### src/design/midi_tep_pkg.sv
package midi_tep_pkg;

    localparam logic [2:0] PH_DELTA  = 3'd0;
    localparam logic [2:0] PH_STATUS = 3'd1;
    localparam logic [2:0] PH_CHAN   = 3'd2;
    localparam logic [2:0] PH_MTYPE  = 3'd3;
    localparam logic [2:0] PH_LEN    = 3'd4;
    localparam logic [2:0] PH_BODY   = 3'd5;

    localparam logic [1:0] KIND_CHAN  = 2'd0;
    localparam logic [1:0] KIND_META  = 2'd1;
    localparam logic [1:0] KIND_SYSEX = 2'd2;
    localparam logic [1:0] KIND_SYS   = 2'd3;

    localparam logic [7:0] ST_META     = 8'hFF;
    localparam logic [7:0] ST_SYSEX    = 8'hF0;
    localparam logic [7:0] ST_ESCAPE   = 8'hF7;
    localparam logic [7:0] ST_ONE_LO   = 8'hC0;
    localparam logic [7:0] ST_ONE_HI   = 8'hDF;
    localparam logic [3:0] ST_SYS_NIB  = 4'hF;

    localparam int Q_DEPTH = 3;

    typedef struct packed {
        logic [31:0] tick;
        logic [1:0]  kind;
        logic [7:0]  data;
        logic        valid;
        logic        first;
        logic        last;
    } t_result;

    function automatic t_result mk_result(
        input logic [31:0] tick,
        input logic [1:0]  kind,
        input logic [7:0]  data,
        input logic        valid,
        input logic        first,
        input logic        last
    );
        t_result r;
        r.tick  = tick;
        r.kind  = kind;
        r.data  = valid ? data : 8'h00;
        r.valid = valid;
        r.first = first;
        r.last  = last;
        return r;
    endfunction

endpackage

### src/design/midi_track_event_parser_top.sv
// Channel   Dir  Beat fields (tdata / tuser / tlast)
// s_axis    in   tdata: track_byte[7:0]; tuser: track_start[0]
// m_axis    out  tdata: event_tick[31:0], out_byte[39:32];
//                tuser: event_kind[1:0], byte_valid[2], event_first[3]; tlast: event_last
//
// One input beat is parsed in the cycle it is accepted; its results land in a
// three-slot result queue, whose head register drives m_axis.
// Sustained rate is one byte per cycle while m_axis is ready; a byte giving two
// results (running status replay) holds off input until the single result port drains.
// s_axis_tready is high while the queue holds at most one result.
// Reset is synchronous, active low: delta phase, tick and running status cleared.
module midi_track_event_parser_top (
    input  logic        i_clk,
    input  logic        i_rst_n,
    input  logic        s_axis_tvalid,
    output logic        s_axis_tready,
    input  logic [7:0]  s_axis_tdata,   // track_byte[7:0]
    input  logic [0:0]  s_axis_tuser,   // track_start[0]
    output logic        m_axis_tvalid,
    input  logic        m_axis_tready,
    output logic [39:0] m_axis_tdata,   // event_tick[31:0], out_byte[39:32]
    output logic [3:0]  m_axis_tuser,   // event_kind[1:0], byte_valid[2], event_first[3]
    output logic        m_axis_tlast
);

    logic [2:0]  r_phase, n_phase;
    logic [31:0] r_tick, n_tick;
    logic [7:0]  r_run, n_run;
    logic [31:0] r_acc, n_acc;
    logic [1:0]  r_cbl, n_cbl;
    logic [1:0]  r_kind, n_kind;

    midi_tep_pkg::t_result r_q [midi_tep_pkg::Q_DEPTH];
    midi_tep_pkg::t_result n_q [midi_tep_pkg::Q_DEPTH];
    logic [1:0] r_count, n_count;

    midi_tep_pkg::t_result res0, res1;
    logic v0, v1;
    logic accept, pop, push0, push1;
    logic [1:0] base;

    assign s_axis_tready = (r_count < 2'd2);
    assign accept        = s_axis_tvalid && s_axis_tready;
    assign m_axis_tvalid = (r_count != 2'd0);
    assign pop           = m_axis_tvalid && m_axis_tready;

    assign m_axis_tdata = {r_q[0].data, r_q[0].tick};
    assign m_axis_tuser = {r_q[0].first, r_q[0].valid, r_q[0].kind};
    assign m_axis_tlast = r_q[0].last;

    always_comb begin
        logic [2:0]  ph;
        logic [31:0] tick;
        logic [7:0]  rs;
        logic [7:0]  st;
        logic [7:0]  b;
        logic [31:0] acc;
        logic [1:0]  cbl;
        logic [1:0]  kind;
        logic        replay;
        logic        proc_en;
        logic        pv;
        midi_tep_pkg::t_result pr;

        ph   = r_phase;
        tick = r_tick;
        rs   = r_run;
        acc  = r_acc;
        cbl  = r_cbl;
        kind = r_kind;
        b    = s_axis_tdata;
        st   = 8'h00;
        pv   = 1'b0;
        pr   = '0;
        res0 = '0;
        res1 = '0;
        v0   = 1'b0;
        v1   = 1'b0;

        if (s_axis_tuser[0]) begin
            ph   = midi_tep_pkg::PH_DELTA;
            tick = 32'd0;
            rs   = 8'h00;
            acc  = 32'd0;
            cbl  = 2'd0;
            kind = midi_tep_pkg::KIND_CHAN;
        end

        replay  = (ph == midi_tep_pkg::PH_STATUS) && !b[7];
        proc_en = (ph != midi_tep_pkg::PH_STATUS);

        // status position: take new status or replay the stored one
        if (ph == midi_tep_pkg::PH_STATUS) begin
            st = b[7] ? b : rs;
            rs = st;
            v0 = 1'b1;
            if (st[7:4] != midi_tep_pkg::ST_SYS_NIB) begin
                kind = midi_tep_pkg::KIND_CHAN;
                res0 = midi_tep_pkg::mk_result(tick, kind, st, 1'b1, 1'b1, 1'b0);
                cbl  = (st >= midi_tep_pkg::ST_ONE_LO && st <= midi_tep_pkg::ST_ONE_HI)
                       ? 2'd1 : 2'd2;
                ph   = midi_tep_pkg::PH_CHAN;
            end else if (st == midi_tep_pkg::ST_META) begin
                kind = midi_tep_pkg::KIND_META;
                res0 = midi_tep_pkg::mk_result(tick, kind, st, 1'b1, 1'b1, 1'b0);
                ph   = midi_tep_pkg::PH_MTYPE;
            end else if (st == midi_tep_pkg::ST_SYSEX || st == midi_tep_pkg::ST_ESCAPE) begin
                kind = midi_tep_pkg::KIND_SYSEX;
                res0 = midi_tep_pkg::mk_result(tick, kind, st, 1'b1, 1'b1, 1'b0);
                acc  = 32'd0;
                ph   = midi_tep_pkg::PH_LEN;
            end else begin
                kind = midi_tep_pkg::KIND_SYS;
                res0 = midi_tep_pkg::mk_result(tick, kind, 8'h00, 1'b0, 1'b1, 1'b1);
                acc  = 32'd0;
                ph   = midi_tep_pkg::PH_DELTA;
            end
            proc_en = replay;
        end

        if (proc_en) begin
            unique case (ph)
                midi_tep_pkg::PH_STATUS: begin
                end
                midi_tep_pkg::PH_CHAN: begin
                    cbl = cbl - 2'd1;
                    pv  = 1'b1;
                    pr  = midi_tep_pkg::mk_result(tick, kind, b, 1'b1, 1'b0, cbl == 2'd0);
                    if (cbl == 2'd0) begin
                        acc = 32'd0;
                        ph  = midi_tep_pkg::PH_DELTA;
                    end
                end
                midi_tep_pkg::PH_MTYPE: begin
                    pv  = 1'b1;
                    pr  = midi_tep_pkg::mk_result(tick, kind, b, 1'b1, 1'b0, 1'b0);
                    acc = 32'd0;
                    ph  = midi_tep_pkg::PH_LEN;
                end
                midi_tep_pkg::PH_LEN: begin
                    acc = {acc[24:0], b[6:0]};
                    if (!b[7]) begin
                        if (acc == 32'd0) begin
                            pv = 1'b1;
                            pr = midi_tep_pkg::mk_result(tick, kind, 8'h00, 1'b0, 1'b0, 1'b1);
                            ph = midi_tep_pkg::PH_DELTA;
                        end else begin
                            ph = midi_tep_pkg::PH_BODY;
                        end
                    end
                end
                midi_tep_pkg::PH_BODY: begin
                    acc = acc - 32'd1;
                    pv  = 1'b1;
                    pr  = midi_tep_pkg::mk_result(tick, kind, b, 1'b1, 1'b0, acc == 32'd0);
                    if (acc == 32'd0) begin
                        ph = midi_tep_pkg::PH_DELTA;
                    end
                end
                default: begin
                    acc = {acc[24:0], b[6:0]};
                    if (!b[7]) begin
                        tick = tick + acc;
                        acc  = 32'd0;
                        ph   = midi_tep_pkg::PH_STATUS;
                    end else begin
                        ph   = midi_tep_pkg::PH_DELTA;
                    end
                end
            endcase
            if (replay) begin
                res1 = pr;
                v1   = pv;
            end else begin
                res0 = pr;
                v0   = pv;
            end
        end

        n_phase = ph;
        n_tick  = tick;
        n_run   = rs;
        n_acc   = acc;
        n_cbl   = cbl;
        n_kind  = kind;
    end

    assign push0 = accept && v0;
    assign push1 = accept && v1;
    assign base  = r_count - {1'b0, pop};

    always_comb begin
        for (int i = 0; i < midi_tep_pkg::Q_DEPTH; i++) begin
            if (pop && i < midi_tep_pkg::Q_DEPTH - 1) begin
                n_q[i] = r_q[i + 1];
            end else begin
                n_q[i] = r_q[i];
            end
            if (push0 && base == 2'(i)) begin
                n_q[i] = res0;
            end
            if (push1 && (base + 2'd1) == 2'(i)) begin
                n_q[i] = res1;
            end
        end
        n_count = r_count - {1'b0, pop} + {1'b0, push0} + {1'b0, push1};
    end

    always_ff @(posedge i_clk) begin
        if (!i_rst_n) begin
            r_phase <= midi_tep_pkg::PH_DELTA;
            r_tick  <= 32'd0;
            r_run   <= 8'h00;
            r_acc   <= 32'd0;
            r_cbl   <= 2'd0;
            r_kind  <= midi_tep_pkg::KIND_CHAN;
            r_count <= 2'd0;
        end else begin
            if (accept) begin
                r_phase <= n_phase;
                r_tick  <= n_tick;
                r_run   <= n_run;
                r_acc   <= n_acc;
                r_cbl   <= n_cbl;
                r_kind  <= n_kind;
            end
            r_count <= n_count;
        end
    end

    always_ff @(posedge i_clk) begin
        r_q <= n_q;
    end

    a_marker_no_data: assert property (@(posedge i_clk) disable iff (!i_rst_n)
        m_axis_tvalid && !m_axis_tuser[2] |-> m_axis_tdata[39:32] == 8'h00)
        else $error("bare marker beat carries a data byte");

    a_sys_single: assert property (@(posedge i_clk) disable iff (!i_rst_n)
        m_axis_tvalid && m_axis_tuser[1:0] == midi_tep_pkg::KIND_SYS
        |-> m_axis_tuser[3] && m_axis_tlast && !m_axis_tuser[2])
        else $error("system status event not a single bare marker");

    a_start_delta: assert property (@(posedge i_clk) disable iff (!i_rst_n)
        accept && s_axis_tuser[0] && s_axis_tdata[7] |=> r_phase == midi_tep_pkg::PH_DELTA)
        else $error("continued delta byte at track start left delta phase");

    a_two_results: assert property (@(posedge i_clk) disable iff (!i_rst_n)
        push1 |-> push0 && r_count <= 2'd1)
        else $error("second result pushed without room or first result");

endmodule
### config.mk
export PLATFORM = sky130hd
export DESIGN_NAME = midi_track_event_parser_top
export DESIGN_NICKNAME = d
export VERILOG_FILES = /design/src/design/midi_tep_pkg.sv /design/src/design/midi_track_event_parser_top.sv
export SDC_FILE = /design/constraint.sdc
export NUM_CORES = 1
export LEC_CHECK = 0
export ABC_AREA = 1
export ABC_CLOCK_PERIOD_IN_PS = 8000
export BUFFER_PORTS_ARGS = -buffer_cell sky130_fd_sc_hd__buf_4
export CAP_MARGIN = 20
export CORE_MARGIN = 5
export CORE_UTILIZATION = 39
export CTS_CLUSTER_SIZE = 25
export DETAILED_ROUTE_END_ITERATION = 12
export GPL_ROUTABILITY_DRIVEN = 1
export PLACE_DENSITY = 0.66
export SYNTH_ARGS = -nofsm -noshare
export SYNTH_HDL_FRONTEND = slang
export SYNTH_SLANG_ARGS = --single-unit
### constraint.sdc
create_clock -name i_clk -period 8 [get_ports i_clk]
set_input_delay 2.4 -clock i_clk [delete_from_list [all_inputs] [get_ports i_clk]]
set_output_delay 2.4 -clock i_clk [all_outputs]
set_load 0.01 [all_outputs]
# After elaboration in Yosys (flattened, before gate mapping)

Index checks and enable logic that the tools add are counted.

Word-level logic and storage cells: 141
Input port bits: 13
Output and inout port bits: 47
Register bits: 216

Multiplexer cells: 66
Magnitude comparators: 3
Add/sub/neg operators: 7
Eq/ne operators: 15
Reductions and logical operators: 25

Operator list:

| cell                                                | number |
|---|---|
| two-way mux 45 bit                                  | 15 |
| two-way mux 32 bit                                  | 11 |
| case mux 45 bit (4 select lines)                    | 1 |
| case mux 32 bit (5 select lines)                    | 1 |
| zero test 32 bit                                    | 2 |
| adder 32 bit                                        | 1 |
| subtractor 32 x 1 -> 32 bit (second input constant) | 1 |
| two-way mux 3 bit                                   | 10 |
| two-way mux 13 bit                                  | 2 |
| == test 8 bit (second input constant)               | 3 |
| two-way mux 8 bit                                   | 3 |
| two-way mux 2 bit                                   | 10 |
| case mux 3 bit (5 select lines)                     | 1 |
| logical AND 1 bit                                   | 12 |
| two-way mux 12 bit                                  | 1 |
| two-way mux 1 bit                                   | 10 |
| >= comparator 8 bit (second input constant)         | 1 |
| <= comparator 8 bit (second input constant)         | 1 |
| == test 3 x 1 -> 1 bit (second input constant)      | 2 |
| == test 3 x 2 -> 1 bit (second input constant)      | 2 |
| == test 3 bit (second input constant)               | 2 |
| zero test 2 bit                                     | 3 |
| nonzero test 3 bit                                  | 2 |
| OR reduction 5 bit                                  | 1 |
| 14 further kinds                                    | 18 |

# Depth between registers and ports, before layout

Depth in word-level cells: 17
Mapped depth: 32
Gate-level depth less buffers: 28

# Least setup slack after synthesis

OpenSTA, ideal clock, no wires.

Kind: input port to flip-flop
Start point: input s_axis_tuser
End point: register r_q[0] in the netlist's numbering, enable pin
Buffers on the path: 2
Setup slack: -0.013 ns
Cell stages on the path: 17
Data required time: 7.485 ns
Library setup time: 0.515 ns
Data arrival time: 7.498 ns
Path through: buf_4 -> inv_4 -> nand3_1 -> nand2_2 -> nand2_2 -> nor2_4 -> nand3_4 -> buf_6 -> o41ai_2 -> nand2_1 -> nor2_2 -> nand4_1 -> nor2_2 -> nand2_1 -> nand2_2 -> o21ai_4 -> o31ai_1

Longest elaborated chain between the ends: 16
Elaborated cells on any way between the ends: 39
Those cells by class: 10 x eq/ne; 20 x mux; 9 x reduce/logical

Ends and longest elaborated chain:

| what                                                           | line                                                                   | text |
|---|---|---|
| start: declaration                                             | midi_track_event_parser_top.sv:18                                      | `input logic [0:0] s_axis_tuser,` |
| two-way mux 8 bit                                              | midi_track_event_parser_top.sv:80                                      | `if (s_axis_tuser[0]) begin` |
| two-way mux 8 bit                                              | midi_track_event_parser_top.sv:94                                      | `st = b[7] ? b : rs;` |
| == test 8 bit                                                  | midi_track_event_parser_top.sv:107                                     | `end else if (st == midi_tep_pkg::ST_SYSEX \|\| st == midi_tep_pkg::ST_ESCAPE) begin` |
| logical OR 1 bit                                               | midi_track_event_parser_top.sv:107                                     |  |
| two-way mux 3 bit                                              | midi_track_event_parser_top.sv:107                                     |  |
| two-way mux 3 bit                                              | midi_track_event_parser_top.sv:103                                     | `end else if (st == midi_tep_pkg::ST_META) begin` |
| two-way mux 3 bit                                              | midi_track_event_parser_top.sv:97                                      | `if (st[7:4] != midi_tep_pkg::ST_SYS_NIB) begin` |
| two-way mux 3 bit                                              | midi_track_event_parser_top.sv:93                                      | `if (ph == midi_tep_pkg::PH_STATUS) begin` |
| == test 3 bit / == test 3 x 2 -> 1 bit (equally long branches) | midi_track_event_parser_top.sv:122                                     | `unique case (ph)` |
| OR reduction 3 bit (no line)                                   | -                                                                      |  |
| case mux 1 bit (2 select lines)                                | midi_track_event_parser_top.sv:122                                     |  |
| two-way mux 1 bit                                              | midi_track_event_parser_top.sv:171                                     | `if (replay) begin` |
| two-way mux 1 bit                                              | midi_track_event_parser_top.sv:121                                     | `if (proc_en) begin` |
| logical AND 1 bit (on tied branches)                           | midi_track_event_parser_top.sv:188, midi_track_event_parser_top.sv:189 |  |
| logical AND 1 bit (on tied branches)                           | midi_track_event_parser_top.sv:199, midi_track_event_parser_top.sv:202 |  |
| nonzero test 2 bit (no line) *                                 | -                                                                      |  |
| end signal: assignment                                         | midi_track_event_parser_top.sv:232                                     | `r_q <= n_q;` |
| end: declaration                                               | midi_track_event_parser_top.sv:33                                      | `midi_tep_pkg::t_result r_q [midi_tep_pkg::Q_DEPTH];` |

Mark *: on every way between the ends. The rest lies on a longest branch, timed or not.
A chain may end at the register's enable or synchronous reset.

# Worst setup path after layout

Start point: input s_axis_tdata[7]
End point: register r_tick[30]

Longest elaborated chain between the ends: 11
Elaborated cells on any way between the ends: 26
Those cells by class: 1 x add/sub; 9 x eq/ne; 12 x mux; 4 x reduce/logical

Ends and longest elaborated chain:

| what                                                                  | line                               | text |
|---|---|---|
| start: declaration                                                    | midi_track_event_parser_top.sv:17  | `input logic [7:0] s_axis_tdata,` |
| parallel branches: the longest is 10 deep, another holds adder 32 bit | -                                  |  |
| two-way mux 32 bit *                                                  | midi_track_event_parser_top.sv:121 |  |
| end signal: assignment                                                | midi_track_event_parser_top.sv:221 | `r_tick <= n_tick;` |
| end: declaration                                                      | midi_track_event_parser_top.sv:27  | `logic [31:0] r_tick, n_tick;` |

Mark *: on every way between the ends.

==> results.json <==
{
  "min_from": "r_acc[14]$_SDFFE_PN0P_",
  "synth_top_area_share_pct": 26.8,
  "antenna_found_initial": 1,
  "reg2reg_slack_ps": 3690,
  "yosysWarnings": 0,
  "gp_congestion": 0.962,
  "die_y_um": 207,
  "start_util_pct": 39.2,
  "dp_hpwl_um": 35500,
  "power.share.sequential_pct": 33.8,
  "critPathArrivalTime_ps": 7040,
  "place_ws_ps": 878,
  "synth_top_area_cell": "edfxtp_1",
  "synth.avg_cell_area_um2": 7.07,
  "finalSetupViolations": 0,
  "cpPeakStageDelay_ps": 540,
  "final_hold_viol_count": 0,
  "cts_buffers": 27,
  "setup_ws_ps": 1370,
  "mostFrequentLayoutCells": "nand2_1 (480), o21ai_0 (262), inv_1 (228)",
  "grt_pass1_wl_um": 79600,
  "synth.net_count": 2189,
  "drt_iter0_drc": 1346,
  "ir_drop_v": 0.000165,
  "r2r-start": "r_run[6]$_SDFFE_PN0P_",
  "wl_per_cell_um": 19.4,
  "clock.fmax_ghz": 0.151,
  "tns_ps": 0,
  "firstDrtPassIters": 8,
  "worst_slew_margin_rel_pct": 35.5,
  "finalNetCount": 2153,
  "grt_usage_pct": 23.4,
  "path_common_cell": "nand2_1",
  "syn_area_um2": 15100,
  "ys_seq_area_share_pct": 37.5,
  "path_clk_slew_ps": 60,
  "wl_um": 51200,
  "end_kind": "flop",
  "swShare_pct": 40.2,
  "leakagePower_nw": 7.41,
  "min_period_over_period_pct": 82.9,
  "clock_sinks": 216,
  "dieWidth_um": 207,
  "htreeDepth": 1,
  "syn_to_final_growth_pct": 9.45,
  "hold_buffers": 0,
  "drc": 0,
  "rsz0062_at_grt": "no",
  "cp.buffers_inverters": 3,
  "clkPwrFrac_pct": 26.2,
  "final_common_cell": "nand2_1",
  "ys_ff_latch": 216,
  "path_class": "input pin to flop",
  "ios": 60,
  "max_cap_viol_count": 0,
  "start_kind": "input pin",
  "pwr-share-comb_pct": 40.0,
  "coreArea_um2": 38600,
  "reg2reg_to": "r_tick[30]$_SDFFE_PN0P_",
  "critPathTopFamily": "simple AND/OR/NAND/NOR gates",
  "slew_viol_final": 0,
  "switching_power_mw": 1.91,
  "portBuffers": 59,
  "cts_setup_buffers": 0,
  "crit_path_start": "s_axis_tdata[7]",
  "p_int_mw": 2.84,
  "rows": 72,
  "hold_path_end": "r_acc[14]$_SDFFE_PN0P_",
  "tritoncts": "yes",
  "antenna_cells": 0,
  "ctsResizeCount": 0,
  "synth_cells": 2139,
  "slowest_stage": "inv_2",
  "cp.required_ps": 8410,
  "dp.cells": 2591,
  "cts_buffer_depth": 3,
  "reg2regPathDepth": 22,
  "design.die.area_um2": 42800,
  "placed_area_um2": 15600,
  "vias": 14900,
  "cts_root_buffer": "clkbuf_16",
  "hp-class": "flop to flop",
  "stdcell_count": 2641,
  "worst-path-max-fanout": 35,
  "post_drt_via_cell_ratio": 5.63,
  "hold_depth": 2,
  "synth_area_leaders": "edfxtp_1 (27%), nand2_1 (12%), dfxtp_1 (11%)",
  "path_cells": "buf_4, inv_2, nand3_1, nand2_2, nand2_2, nor2_4, nand3_4, inv_1, nor2_1, ha_1, nand2_1, nor4_1, a21oi_1, o21ai_0, nand3_1, nor2_1, nor2_1, o21ai_0, nand2_1, nand2_1, xor2_1, nand2_1, nand3_1, a21oi_1",
  "powerDensity_nw_per_um2": 287,
  "cp.depth": 24,
  "fin_skew_ps": 26.8,
  "yosysUniqueCellTypes": 50,
  "post-route-min-period_ps": 6630,
  "clk-insertion-delay-late_ps": 560,
  "worstMarginPinSlew_ps": 956,
  "grt_pass1_vias": 13600,
  "status": "completed",
  "finalInstanceArea_um2": 16600,
  "drive_above_1_share_pct": 8.62,
  "grt_max_degree": 76,
  "gr-total-overflow": 0,
  "ant_nets": 0
}
worst register-to-register path, stage by stage, from the launching register on:
cell     delay (ps)
dfxtp_1         360
nand3_1         110
nand2_2         130
nand2_2          70
nor2_4          200
nand3_4         270
inv_1           290
nor2_1          170
ha_1            400
nand2_1         130
nor4_1          290
a21oi_1         140
o21ai_0         330
nand3_1         200
nor2_1          130
nor2_1           70
o21ai_0         350
nand2_1          90
nand2_1          90
xor2_1          150
nand2_1          70
nand3_1          70
a21oi_1          70
power by group through the flow:
stage	logic [mW]	registers [mW]	clock network, mW
after floorplan	1.34	1.61	0
after global placement	1.86	1.62	0
after detailed placement	1.87	1.63	0
after CTS	1.87	1.61	1.27
after global routing	2.09	1.63	1.32
final	1.90	1.60	1.25
Yosys cell counts (all sizes together):
master and count:
nand2 490, o21ai 312, inv 241, nor2 234
a21oi 150, edfxtp 135, nand3 110, buf 91
dfxtp 81, clkbuf 65, ha 35, o211ai 23
o41ai 23, o22ai 20, xor2 17, a31oi 16
nor3 15, xnor2 15, o221ai 14, o2111ai 8
nand4 6, o311ai 5, o31ai 5, nor4 4
a211oi 3, a22oi 3, a41oi 3, or2 3
a2111oi 2, a21boi 2, fa 2, o21a 2
clkinv 1, nand3b 1, o21bai 1, o221a 1
through the flow:
stage	utilization [%]	power [mW]	hold slack (ps)
floorplan	-	2.95	445
global placement	40.6	3.48	451
detailed placement	40.6	3.49	455
CTS	42.9	4.75	464
global route	42.9	5.04	480
finish	42.9	4.75	463
logic make-up (layout without fill, tap and decap cells):
family	after synthesis	count (layout)	share of synthesized area (%)
fa+ha+maj	37	37	3.16
simple gates	863	863	23.6
buf+inv	398	382	11.7
flops	216	216	37.5
xor+xnor	32	32	1.85
compound gates	593	593	22.2
metal layers:
metal	wire length (um)	part of all wire (%)	GRT usage, %
met2	22500	44	36.1
met5	0	0	0
met4	1800	3.5	8.14
met3	4710	9.2	4.23
met1	22200	43	33.0
cell type report:
| class | instances | area (um^2) |
|---|---|---|
| clock buffer | 35 | 726 |
| clock inverter | 14 | 165 |
| fill | 4045 | 22000 |
| inverter | 242 | 911 |
| multi-input combinational | 1525 | 7710 |
| sequential | 216 | 5680 |
| tap | 518 | 648 |
| timing repair buffer | 91 | 721 |
how the worst max path moves through the flow:
| stage | to | slack, ps |
|---|---|---|
| after floorplan | r_q[0]$_DFFE_PP_ | 1400 |
| after global placement | r_q[47]$_DFFE_PP_ | 1050 |
| after detailed placement | r_tick[30]$_SDFFE_PN0P_ | 880 |
| after CTS | r_tick[30]$_SDFFE_PN0P_ | 1420 |
| after global routing | r_tick[28]$_SDFFE_PN0P_ | 960 |
| final | r_tick[30]$_SDFFE_PN0P_ | 1370 |
state kept, by name, summed over array words and instances, names as in the netlist:
signal        cells
r_q              90
m_axis_tdata     40
r_acc            32
r_tick           32
r_run             8
m_axis_tuser      4
r_phase           3
r_cbl             2
r_count           2
r_kind            2
m_axis_tlast      1
(Power assumes the default switching activity.)
